**src/hdl/swhs_pkg.sv**
```systemverilog
// Shared types and fixed field widths of the sliding window histogram sampler.
package swhs_pkg;

   localparam int NOTE_W = 4;
   localparam int RAND_W = 16;
   localparam int CNT_W  = 7;
   localparam int CAP_W  = 7;

   localparam logic [CAP_W-1:0] CAP_RESET = 7'd64;

   typedef enum logic [0:0] {
      FUNC_PUSH   = 1'b0,
      FUNC_SAMPLE = 1'b1
   } func_type;

   typedef logic [NOTE_W-1:0] note_type;
   typedef logic [RAND_W-1:0] rand_type;
   typedef logic [CNT_W-1:0]  count_type;
   typedef logic [CAP_W-1:0]  cap_type;

endpackage

```
**src/hdl/swhs_if.sv**
```systemverilog
// Request and response channel interfaces of the histogram sampler.
interface swhs_req_if;
   logic               valid;
   logic               ready;
   swhs_pkg::func_type func;
   swhs_pkg::note_type note_value;
   swhs_pkg::rand_type random_value;

   modport source (output valid, output func, output note_value, output random_value,
                   input ready);
   modport sink (input valid, input func, input note_value, input random_value,
                 output ready);
endinterface

interface swhs_rsp_if;
   logic                valid;
   logic                ready;
   swhs_pkg::note_type  sampled_note;
   logic                used_fallback;
   swhs_pkg::count_type fill_count;

   modport source (output valid, output sampled_note, output used_fallback,
                   output fill_count, input ready);
   modport sink (input valid, input sampled_note, input used_fallback, input fill_count,
                 output ready);
endinterface

```
**src/hdl/swhs_ram.sv**
```systemverilog
// Generic simple dual-port RAM with one write port and a registered read port.
module swhs_ram #(
   parameter int WIDTH = 8,
   parameter int DEPTH = 16
) (
   input  logic                                  clock,
   input  logic                                  write_enable,
   input  logic [(DEPTH > 1 ? $clog2(DEPTH) : 1)-1:0] write_address,
   input  logic [WIDTH-1:0]                      write_data,
   input  logic [(DEPTH > 1 ? $clog2(DEPTH) : 1)-1:0] read_address,
   output logic [WIDTH-1:0]                      read_data
);

   logic [WIDTH-1:0] mem [DEPTH];
   logic [WIDTH-1:0] read_data_ff;

   always_ff @(posedge clock) begin
      if (write_enable) begin
         mem[write_address] <= write_data;
      end
      read_data_ff <= mem[read_address];
   end

   assign read_data = read_data_ff;

endmodule

```
**src/hdl/sliding_window_histogram_sampler.sv**
```systemverilog
// Sliding window note histogram with a roulette-wheel sampler.
//
// Words arrive on req_if (valid/ready). A push (func FUNC_PUSH) stores note_value in
// the window ring and counts it in its bin, evicting the oldest note first when the
// window has reached csr_write_data's capacity. A sample (FUNC_SAMPLE) returns the
// first bin whose running total times 65535 reaches random_value times the fill.
// Every request word gives exactly one response word on rsp_if, in order.
// The block works on one word at a time. A push of a note of BINS or more stores
// nothing and goes straight to S_DONE. Any other push passes through S_INS and S_INC,
// after S_EV_RD, S_EV_BIN and S_EV_DEC when it evicts; the ring RAM and the bin RAM
// each give one read a cycle and the read, modify and write of the bins sets these
// states. A sample walks the bin RAM one bin a cycle, up to BINS bins, before its
// response; an empty window goes straight to S_DONE with the fallback note. The input
// is ready again the cycle after the response is loaded.
// The response sits in an output register, so a new request is accepted while the
// last response waits; a stalled receiver holds the next response back in the final
// state until the register frees up. Reset empties the window, clears every bin
// at once through per-bin valid flags and sets the capacity to 64.
module sliding_window_histogram_sampler #(
   parameter int DEPTH = 64,
   parameter int BINS  = 12
) (
   input  logic                clock,
   input  logic                reset,
   swhs_req_if.sink            req_if,
   swhs_rsp_if.source          rsp_if,
   input  logic                csr_write_enable,
   input  swhs_pkg::cap_type   csr_write_data
);

   import swhs_pkg::*;

   localparam int AW       = DEPTH > 1 ? $clog2(DEPTH) : 1;
   localparam int BW       = $clog2(BINS);
   localparam int SUM_W    = (AW > CNT_W ? AW : CNT_W) + 1;
   localparam int TGT_W    = RAND_W + CNT_W;
   localparam int SCL_W    = CNT_W + 1 + RAND_W;
   localparam int FALLBACK = DEPTH % BINS;

   typedef enum logic [2:0] {
      S_IDLE,
      S_EV_RD,
      S_EV_BIN,
      S_EV_DEC,
      S_INS,
      S_INC,
      S_WALK,
      S_DONE
   } state_type;

   state_type          state_ff, state_in;
   cap_type            cap_ff, cap_in;
   count_type          count_ff, count_in;
   logic [AW-1:0]      oldest_ff, oldest_in;
   logic [BINS-1:0]    vld_ff, vld_in;
   logic [BW-1:0]      bidx_ff, bidx_in;
   logic [CNT_W:0]     cum_ff, cum_in;
   logic [TGT_W-1:0]   target_ff, target_in;
   logic [BW-1:0]      note_ff, note_in;
   logic [BW-1:0]      ev_ff, ev_in;
   note_type           res_note_ff, res_note_in;
   logic               res_fb_ff, res_fb_in;
   logic               rsp_valid_ff, rsp_valid_in;
   note_type           rsp_note_ff, rsp_note_in;
   logic               rsp_fb_ff, rsp_fb_in;
   count_type          rsp_fill_ff, rsp_fill_in;
   logic [BW-1:0]      bin_raddr_ff;

   logic               bin_we;
   logic [BW-1:0]      bin_waddr, bin_raddr;
   count_type          bin_wdata, bin_rdata, bin_q;
   logic               ring_we;
   logic [AW-1:0]      ring_waddr;
   note_type           ring_wdata, ring_rdata;

   count_type          eff_cap;
   logic [SUM_W-1:0]   slot_sum;
   logic [AW-1:0]      slot;
   logic [CNT_W:0]     cum_sum;
   logic [SCL_W-1:0]   scaled;
   logic [BW+NOTE_W-1:0] req_note_ext, ring_note_ext;
   logic               req_in_range;

   swhs_ram #(.WIDTH(NOTE_W), .DEPTH(DEPTH)) u_ring (
      .clock         (clock),
      .write_enable  (ring_we),
      .write_address (ring_waddr),
      .write_data    (ring_wdata),
      .read_address  (oldest_ff),
      .read_data     (ring_rdata)
   );

   swhs_ram #(.WIDTH(CNT_W), .DEPTH(BINS)) u_bins (
      .clock         (clock),
      .write_enable  (bin_we),
      .write_address (bin_waddr),
      .write_data    (bin_wdata),
      .read_address  (bin_raddr),
      .read_data     (bin_rdata)
   );

   // A bin never written since reset reads as zero.
   assign bin_q = vld_ff[bin_raddr_ff] ? bin_rdata : '0;

   always_comb begin
      if (cap_ff == '0) begin
         eff_cap = count_type'(1);
      end else if (int'(cap_ff) > DEPTH) begin
         eff_cap = count_type'(DEPTH);
      end else begin
         eff_cap = count_type'(cap_ff);
      end
   end

   assign req_note_ext  = {{BW{1'b0}}, req_if.note_value};
   assign ring_note_ext = {{BW{1'b0}}, ring_rdata};
   assign req_in_range  = req_note_ext < (BW+NOTE_W)'(BINS);

   // The fill never exceeds the depth, so one subtraction wraps the slot index.
   assign slot_sum = SUM_W'(oldest_ff) + SUM_W'(count_ff);
   assign slot     = (slot_sum >= SUM_W'(DEPTH)) ? AW'(slot_sum - SUM_W'(DEPTH))
                                                 : AW'(slot_sum);

   assign cum_sum = cum_ff + {1'b0, bin_q};
   assign scaled  = {cum_sum, {RAND_W{1'b0}}} - SCL_W'(cum_sum);

   always_comb begin
      state_in     = state_ff;
      cap_in       = csr_write_enable ? csr_write_data : cap_ff;
      count_in     = count_ff;
      oldest_in    = oldest_ff;
      vld_in       = vld_ff;
      bidx_in      = bidx_ff;
      cum_in       = cum_ff;
      target_in    = target_ff;
      note_in      = note_ff;
      ev_in        = ev_ff;
      res_note_in  = res_note_ff;
      res_fb_in    = res_fb_ff;
      rsp_valid_in = rsp_valid_ff && !rsp_if.ready;
      rsp_note_in  = rsp_note_ff;
      rsp_fb_in    = rsp_fb_ff;
      rsp_fill_in  = rsp_fill_ff;
      bin_we       = 1'b0;
      bin_waddr    = ev_ff;
      bin_wdata    = bin_q;
      bin_raddr    = note_ff;
      ring_we      = 1'b0;
      ring_waddr   = slot;
      ring_wdata   = note_type'(note_ff);

      unique case (state_ff)
         S_IDLE: begin
            if (req_if.valid) begin
               res_note_in = '0;
               res_fb_in   = 1'b0;
               note_in     = req_note_ext[BW-1:0];
               if (req_if.func == FUNC_SAMPLE) begin
                  target_in = TGT_W'(req_if.random_value) * TGT_W'(count_ff);
                  cum_in    = '0;
                  bidx_in   = '0;
                  bin_raddr = '0;
                  if (count_ff == '0) begin
                     res_note_in = note_type'(FALLBACK);
                     res_fb_in   = 1'b1;
                     state_in    = S_DONE;
                  end else begin
                     state_in = S_WALK;
                  end
               end else if (!req_in_range) begin
                  state_in = S_DONE;
               end else if (count_ff >= eff_cap) begin
                  state_in = S_EV_RD;
               end else begin
                  state_in = S_INS;
               end
            end
         end
         S_EV_RD: begin
            state_in = S_EV_BIN;
         end
         S_EV_BIN: begin
            ev_in     = ring_note_ext[BW-1:0];
            bin_raddr = ring_note_ext[BW-1:0];
            state_in  = S_EV_DEC;
         end
         S_EV_DEC: begin
            if (bin_q != '0) begin
               bin_we           = 1'b1;
               bin_waddr        = ev_ff;
               bin_wdata        = bin_q - count_type'(1);
               vld_in[ev_ff]    = 1'b1;
            end
            oldest_in = (oldest_ff == AW'(DEPTH - 1)) ? '0 : oldest_ff + AW'(1);
            count_in  = count_ff - count_type'(1);
            state_in  = S_INS;
         end
         S_INS: begin
            ring_we    = 1'b1;
            ring_waddr = slot;
            bin_raddr  = note_ff;
            state_in   = S_INC;
         end
         S_INC: begin
            bin_we          = 1'b1;
            bin_waddr       = note_ff;
            bin_wdata       = bin_q + count_type'(1);
            vld_in[note_ff] = 1'b1;
            count_in        = count_ff + count_type'(1);
            state_in        = S_DONE;
         end
         S_WALK: begin
            cum_in    = cum_sum;
            bin_raddr = bidx_ff + BW'(1);
            if (scaled >= SCL_W'(target_ff)) begin
               res_note_in = note_type'(bidx_ff);
               state_in    = S_DONE;
            end else if (bidx_ff == BW'(BINS - 1)) begin
               res_note_in = note_type'(FALLBACK);
               res_fb_in   = 1'b1;
               state_in    = S_DONE;
            end else begin
               bidx_in = bidx_ff + BW'(1);
            end
         end
         S_DONE: begin
            if (!rsp_valid_ff || rsp_if.ready) begin
               rsp_valid_in = 1'b1;
               rsp_note_in  = res_note_ff;
               rsp_fb_in    = res_fb_ff;
               rsp_fill_in  = count_ff;
               state_in     = S_IDLE;
            end
         end
         default: begin
            state_in = S_IDLE;
         end
      endcase
   end

   always_ff @(posedge clock) begin
      if (reset) begin
         state_ff     <= S_IDLE;
         cap_ff       <= CAP_RESET;
         count_ff     <= '0;
         oldest_ff    <= '0;
         vld_ff       <= '0;
         rsp_valid_ff <= 1'b0;
      end else begin
         state_ff     <= state_in;
         cap_ff       <= cap_in;
         count_ff     <= count_in;
         oldest_ff    <= oldest_in;
         vld_ff       <= vld_in;
         rsp_valid_ff <= rsp_valid_in;
      end
      bidx_ff      <= bidx_in;
      cum_ff       <= cum_in;
      target_ff    <= target_in;
      note_ff      <= note_in;
      ev_ff        <= ev_in;
      res_note_ff  <= res_note_in;
      res_fb_ff    <= res_fb_in;
      rsp_note_ff  <= rsp_note_in;
      rsp_fb_ff    <= rsp_fb_in;
      rsp_fill_ff  <= rsp_fill_in;
      bin_raddr_ff <= bin_raddr;
   end

   assign req_if.ready         = (state_ff == S_IDLE);
   assign rsp_if.valid         = rsp_valid_ff;
   assign rsp_if.sampled_note  = rsp_note_ff;
   assign rsp_if.used_fallback = rsp_fb_ff;
   assign rsp_if.fill_count    = rsp_fill_ff;

endmodule

```
**src/flat_wrapper.sv**
```systemverilog
// flat-port wrapper written by rule: the top's interface ports become plain ports
module sliding_window_histogram_sampler_flat import swhs_pkg::*;
#(
   parameter int DEPTH = 64,
   parameter int BINS  = 12
)
  (clock, reset, csr_write_enable, csr_write_data, req_if_valid, req_if_func, req_if_note_value, req_if_random_value, req_if_ready, rsp_if_valid, rsp_if_sampled_note, rsp_if_used_fallback, rsp_if_fill_count, rsp_if_ready);
  swhs_req_if req_if_i ();
  swhs_rsp_if rsp_if_i ();
  input  logic clock;
  input  logic reset;
  input  logic csr_write_enable;
  input  swhs_pkg::cap_type csr_write_data;
  input wire logic [$bits(req_if_i.valid)-1:0] req_if_valid;
  input wire logic [$bits(req_if_i.func)-1:0] req_if_func;
  input wire logic [$bits(req_if_i.note_value)-1:0] req_if_note_value;
  input wire logic [$bits(req_if_i.random_value)-1:0] req_if_random_value;
  output wire logic [$bits(req_if_i.ready)-1:0] req_if_ready;
  output wire logic [$bits(rsp_if_i.valid)-1:0] rsp_if_valid;
  output wire logic [$bits(rsp_if_i.sampled_note)-1:0] rsp_if_sampled_note;
  output wire logic [$bits(rsp_if_i.used_fallback)-1:0] rsp_if_used_fallback;
  output wire logic [$bits(rsp_if_i.fill_count)-1:0] rsp_if_fill_count;
  input wire logic [$bits(rsp_if_i.ready)-1:0] rsp_if_ready;
  assign req_if_i.valid = req_if_valid;
  assign req_if_i.func = req_if_func;
  assign req_if_i.note_value = req_if_note_value;
  assign req_if_i.random_value = req_if_random_value;
  assign req_if_ready = req_if_i.ready;
  assign rsp_if_valid = rsp_if_i.valid;
  assign rsp_if_sampled_note = rsp_if_i.sampled_note;
  assign rsp_if_used_fallback = rsp_if_i.used_fallback;
  assign rsp_if_fill_count = rsp_if_i.fill_count;
  assign rsp_if_i.ready = rsp_if_ready;
  sliding_window_histogram_sampler #(.DEPTH(DEPTH), .BINS(BINS)) u_core (.clock(clock), .reset(reset), .req_if(req_if_i), .rsp_if(rsp_if_i), .csr_write_enable(csr_write_enable), .csr_write_data(csr_write_data));
endmodule
```
**config.mk**
```make
export PLATFORM = sky130hd
export DESIGN_NAME = sliding_window_histogram_sampler_flat
export DESIGN_NICKNAME = d
export VERILOG_FILES = /design/src/hdl/swhs_pkg.sv /design/src/hdl/swhs_if.sv /design/src/hdl/swhs_ram.sv /design/src/hdl/sliding_window_histogram_sampler.sv /design/src/flat_wrapper.sv
export SDC_FILE = /design/constraint.sdc
export NUM_CORES = 1
export LEC_CHECK = 0
export BUFFER_PORTS_ARGS = -buffer_cell sky130_fd_sc_hd__buf_2
export CAP_MARGIN = 20
export CORE_MARGIN = 10
export CORE_UTILIZATION = 60
export CTS_BUF_LIST = sky130_fd_sc_hd__clkbuf_4 sky130_fd_sc_hd__clkbuf_8
export DETAILED_ROUTE_END_ITERATION = 12
export PLACE_DENSITY = 0.77
export SYNTH_ARGS = -nofsm -noshare
export SYNTH_HDL_FRONTEND = slang
export SYNTH_HIERARCHICAL = 1
export SYNTH_SLANG_ARGS = --single-unit
```
**constraint.sdc**
```tcl
create_clock -name clock -period 13.7 [get_ports clock]
set_input_delay 4.11 -clock clock [delete_from_list [all_inputs] [get_ports clock]]
set_output_delay 4.11 -clock clock [all_outputs]
set_load 0.05 [all_outputs]
```
======== Yosys cells after proc, flatten, opt, wreduce, memory -nomap -nowiden ========
Memories as Yosys holds them, arrays and structs flattened. A register that Yosys moved wholly into a read port is not among the register bits.
Cells that the tools add are included.
Widths: inputs -> output; s select.
operators by class
  add/subtract/negate cells ............... 10
  bitwise logic cells ..................... 2
  $mul .................................... 1
  equality and inequality tests ........... 17
  mux-type cells .......................... 58
  $lt $le $gt $ge ......................... 10
  reduce and logical (&&, ||, !) cells .... 21
operators by type and width
  operator             number
  $mux 4               11
  $mux 7               4
  $pmux 7 s2           2
  $ge 24x23->1         1
  $mux 3               8
  $or 12x12->12        2
  $pmux 12 s2          1
  $pmux 3 s8           1
  $sub 24x8->24        1
  $mul 16x7->23        1
  $mux 1               17
  $mux 8               2
  $pmux 4 s2           2
  $pmux 8 s2           1
  $lt 4x5->1 const B   3
  $add 7x1->7 const B  2
  $logic_not 7->1      2
  $sub 7x1->7 const B  2
  $eq 3x3->1 const B   4
  $mux 12              1
  $mux 6               2
  $pmux 4 s3           1
  $reduce_and 3->1     4
  $add 6x7->8          1
  other kinds (28)     43
storage, ports and cells
  output and inout bits ................... 14
  flip-flop bits (word level) ............. 100
  logic and storage cells ................. 138
  memories ................................ 2
  RAM bits ................................ 340
  input port bits ......................... 33
memories
  name               words  width  read ports  clocked after memory_dff  wr ports  line            text
  u_core.u_ring.mem  64     4      1           1                         1         swhs_ram.sv:14  logic [WIDTH-1:0] mem [DEPTH];
  u_core.u_bins.mem  12     7      1           1                         1         swhs_ram.sv:14

======== Logic depth before layout (Yosys ltp) ========
  word-level depth ........................ 9
  mapped depth ............................ 22
  gate-level depth less buffers ........... 22

======== Modules after synthesis ========
Netlist, hierarchy kept.
modules (own cells, without submodules)
  module                            times used  area an instance (um^2)  seq. area each (um^2)  cells an instance
  swhs_ram at u_core.u_ring         1           10407.5                  7767.4                 521
  sliding_window_histogram_sampler  1           9395.3                   2602.5                 1030
  swhs_ram at u_core.u_bins         1           3418.3                   2662.6                 160

======== Worst setup path before layout ========
No wires, ideal clock.
  kind .................................... input-to-reg
  start ................................... input req_if_random_value[8]
  end ..................................... register u_core.target_ff[19], data pin
  data arrival time ....................... 7984 ps
  buffers on the path ..................... 0
  setup slack ............................. 5457 ps
  stages .................................. 14
  setup time .............................. 259 ps
  required time ........................... 13441 ps
  path through ............................ nand2_1 fa_1 inv_1 fa_1 fa_1 fa_1 ha_1 a21o_1 a21o_1 a2111o_1 a31o_2 a31o_1 a21oi_2 xnor2_1
on the way
  word-level cells in the longest chain between the ends .. 1
RTL lines
  item                    line                                     text
  start: declaration      flat_wrapper.sv:17                       input wire logic [$bits(req_if_i.random_value)-1:0] req_if_random_value;
  $mul 16x7->23           sliding_window_histogram_sampler.sv:159  target_in = TGT_W'(req_if.random_value) * TGT_W'(count_ff);
  end signal: assignment  sliding_window_histogram_sampler.sv:259  target_ff <= target_in;
  end: declaration        sliding_window_histogram_sampler.sv:58   logic [TGT_W-1:0] target_ff, target_in;
No other way between the ends.
A chain may end at the register's enable or synchronous reset.

======== Worst setup path in the final report ========
Same ends and word-level chain as after synthesis.

==> key figures <==
Layout
  • Most common cell after layout, fill and taps aside: edfxtp_1
  • Area Growth Syn to Fin: 9.33%
  • Layout cell share with drive strength beyond 1: 14.6%
  • Layout Nets: 1993
  • Commonest cells after routing, fill and taps aside: 400 x edfxtp_1, 162 x nand2_1, 152 x nor2_1

Routing
  • DR top layer: met4
  • Routed length on met1: 20500 µm
  • Avg WL per Cell: 20.9 µm
  • Metal3 WL: 3910 µm
  • Drt first pass iters: 7
  • Residual DRC count: 0
  • Drt initial violations: 1398
  • Vias: 14500
  • Met2 wire len: 23900 µm
  • Post-Route WL: 49700 µm
  • Avg Vias per Cell: 6.10
  • Post-DRT Antenna Nets: 0

Worst hold path
  • Hold Path Depth: 0
  • Hold Path End: u_core/rsp_if.sampled_note[1]
  • Hold Crit Start: u_core/res_note_ff[1]
  • Min-Delay Path Class: flip-flop to flip-flop

Die
  • Core area: 0.0385 mm²
  • Die Span Y: 217 µm
  • Initial Util: 60.4%
  • IO Pins: 47
  • Site row count: 72
  • Die span in x: 217 µm
  • Die Area: 0.0470 mm²

Critical path
  • FF-to-FF setup slack: 7.61 ns
  • Crit start category: input pin
  • Critical Path RT: 14.05 ns
  • Critical Path Sink Type: flip-flop
  • Crit path kind: input pin to flip-flop
  • RR Startpoint: u_core/bin_raddr_ff[0]
  • Worst Path Arrival: 8.42 ns
  • Worst-case reg-to-reg path depth: 20
  • Crit Reg-Reg Endpoint: u_core/res_note_ff[1]
  • Crit path max fanout: 7

STA
  • Clock skew: 0.0323 ns
  • Hold Violations, Final: 0
  • Final hold slack: 0.417 ns
  • Fmax: 124 MHz
  • Worst Setup Slack, final: 5.63 ns
  • RSZ-0062 raised after global routing: no
  • Fin Setup TNS: 0 ns
  • Period utilization: 58.9%
  • Final setup fails: 0
  • Slew @ Worst Pin: 1.02 ns
  • Tmin final: 8.07 ns
  • Slew Viols, Final: 0
  • Slew margin rel.: 32.0%

Global route
  • Vias in the first global route: 14700
  • Largest net degree at the start of global routing: 72
  • First-pass GRT wire length: 79500 µm
  • Grt ovf: 0
  • Total GRT Usage: 21.3%
  • Initial antenna violation count: 2

Pwr
  • Pwr/cell area: 167 mW/mm²
  • Peak VDD IR: 0.140 mV
  • Leak Pwr: 9.41 nW

Yosys
  • Syn_nets: 1911
  • Main synth FF type: edfxtp_1
  • Synth Warn #: 6
  • Seq cells post-synth: 451
  • Post-synth ARST share: 0%
  • Syn Std Cell Area: 0.0232 mm²
  • Syn Inst Count: 1711
  • Register area share after synthesis: 56.1%
  • Cell variety after synth: 84
  • Number of enable flip-flop cells after synthesis: 400
  • Post-synthesis average cell area: 13.6 µm²

Placement
  • Detailed-placement wirelength estimate: 33600 µm
  • GPL Wtd Cong: 0.920
  • Placement Setup Slack: 5.07 ns
  • I/O Buffers: 46

CTS
  • CTS Buf Count: 75
  • CTS-repair resized insts: 0
  • Clk pin slew, worst setup/hold paths: 0.05 ns
  • CTS root buf: clkbuf_8
  • Clock sinks: 451
  • CTS Buffer Depth: 3
  • Hold_buf cts: 0
  • Postcts setup bufs: 0
  • H-tree levels: 3
  • Clk_lat worst skew: 0.62 ns
  • CTS tree: yes

Status
  • Status: finished clean

Job
  • Maxcap violations: 0
cell type report:
cell class,count,area (µm²)
Tap cell,518,648
Inverter,120,450
Clock buffer,106,1300
Fill cell,2714,13100
Multi-Input combinational cell,1077,9370
Clock inverter,31,186
Antenna cell,2,5.00
Sequential cell,451,13000
Timing Repair Buffer,68,390
kinds of logic after synthesis:
group | after synthesis | synth area share, %
and+or+nand+nor | 513 | 10.4
DFF | 451 | 56.1
AOI/OAI and AO/OA | 238 | 7.13
buffers and inverters | 183 | 3.54
adders and majority gates | 167 | 11.3
muxes | 110 | 9.60
xor gates and xnor gates | 49 | 1.85
worst max-delay path, cell delays in order:
cell and delay [ns]:
buf_2 0.15, nand2_1 0.10, fa_1 0.56, inv_1 0.05, fa_1 0.51, fa_1 0.53, fa_1 0.50, ha_1 0.40
a21o_1 0.22, a21o_1 0.19, a2111o_1 0.42, a31o_2 0.25, a31o_1 0.22, a21oi_2 0.15, xnor2_1 0.07
routing by layer:
metal	vias up	track usage, %
met2	625	34.4
met1	7211	28.2
met4	0	7.46
met5	-	0
li1	6530	-
met3	107	4.76
through the flow:
stage,utilization (%),total power [mW],instances,area [µm²]
4_1_cts,65.9,4.24,2367,25400
3_3_place_gp,62.0,3.02,2228,23900
6_report,66.0,4.23,2373,25400
2_1_floorplan,-,2.75,1711,23200
3_5_place_dp,62.1,3.07,2230,23900
5_1_grt,66.0,4.49,2373,25400
where the power goes:
part | leakage [nW] | internal [mW] | total, mW | switching (mW)
registers | 3.95 | 1.65 | 1.75 | 0.0997
clock network | 0.786 | 0.648 | 1.16 | 0.516
logic | 4.67 | 0.520 | 1.31 | 0.793
total | 9.41 | 2.82 | 4.23 | 1.41
worst max-delay path by stage:
stage / from / to / slack, ns / depth (start not counted)
final: req_if_random_value[8] / u_core/target_ff[19] / 5.63 / 15
after global routing: req_if_random_value[5] / u_core/target_ff[18] / 5.44 / 14
after CTS: req_if_random_value[8] / u_core/target_ff[19] / 5.71 / 15
after detailed placement: req_if_random_value[8] / u_core/target_ff[19] / 5.07 / 15
after global placement: req_if_random_value[8] / u_core/target_ff[19] / 5.16 / 15
after floorplan: req_if_random_value[8] / u_core/target_ff[19] / 5.46 / 14
sequential cells by signal, summed over array words and instances, names as in the netlist:
register,count
u_core/bin_raddr_ff,4
u_core/vld_ff,12
u_core/oldest_ff,6
u_core/state_ff,3
u_core/note_ff,4
u_core/cap_ff,7
u_core/rsp_if.fill_count,7
u_core/count_ff,7
u_core/target_ff,23
u_core/rsp_if.sampled_note,4
u_core/res_fb_ff,1
u_core/u_ring/mem,256
u_core/u_bins/read_data,7
u_core/cum_ff,8
u_core/res_note_ff,4
u_core/rsp_if.valid,1
u_core/u_ring/read_data,4
u_core/ev_ff,4
u_core/rsp_if.used_fallback,1
u_core/bidx_ff,4
u_core/u_bins/mem,84
Yosys cell counts, types with 5 or more instances:
master	instances	area, µm²
a21o_1	21	158
a21oi_1	68	340
a221o_1	6	60.1
a22o_1	9	78.8
a22oi_1	15	113
a31oi_1	8	50.1
and2_1	41	257
buf_6	7	78.8
clkbuf_1	39	146
dfxtp_1	51	1020
edfxtp_1	400	12000
fa_1	72	1440
ha_1	95	1190
inv_1	119	447
mux2i_1	27	270
mux4_1	27	709
mux4_2	55	1240
nand2_1	162	608
nand2b_1	15	93.8
nand3_1	35	175
nand3b_1	9	67.6
nand4_1	13	81.3
nor2_1	152	571
nor2b_1	19	119
nor3_1	22	110
nor3b_1	5	37.5
nor4_1	6	37.5
o21a_1	7	52.6
o21ai_0	28	140
o21bai_1	9	67.6
o221ai_1	13	114
o22ai_1	5	31.3
or3_1	8	50.1
xnor2_1	38	333
xor2_1	11	96.3
Note: power is estimated with default switching activity, not from simulation.
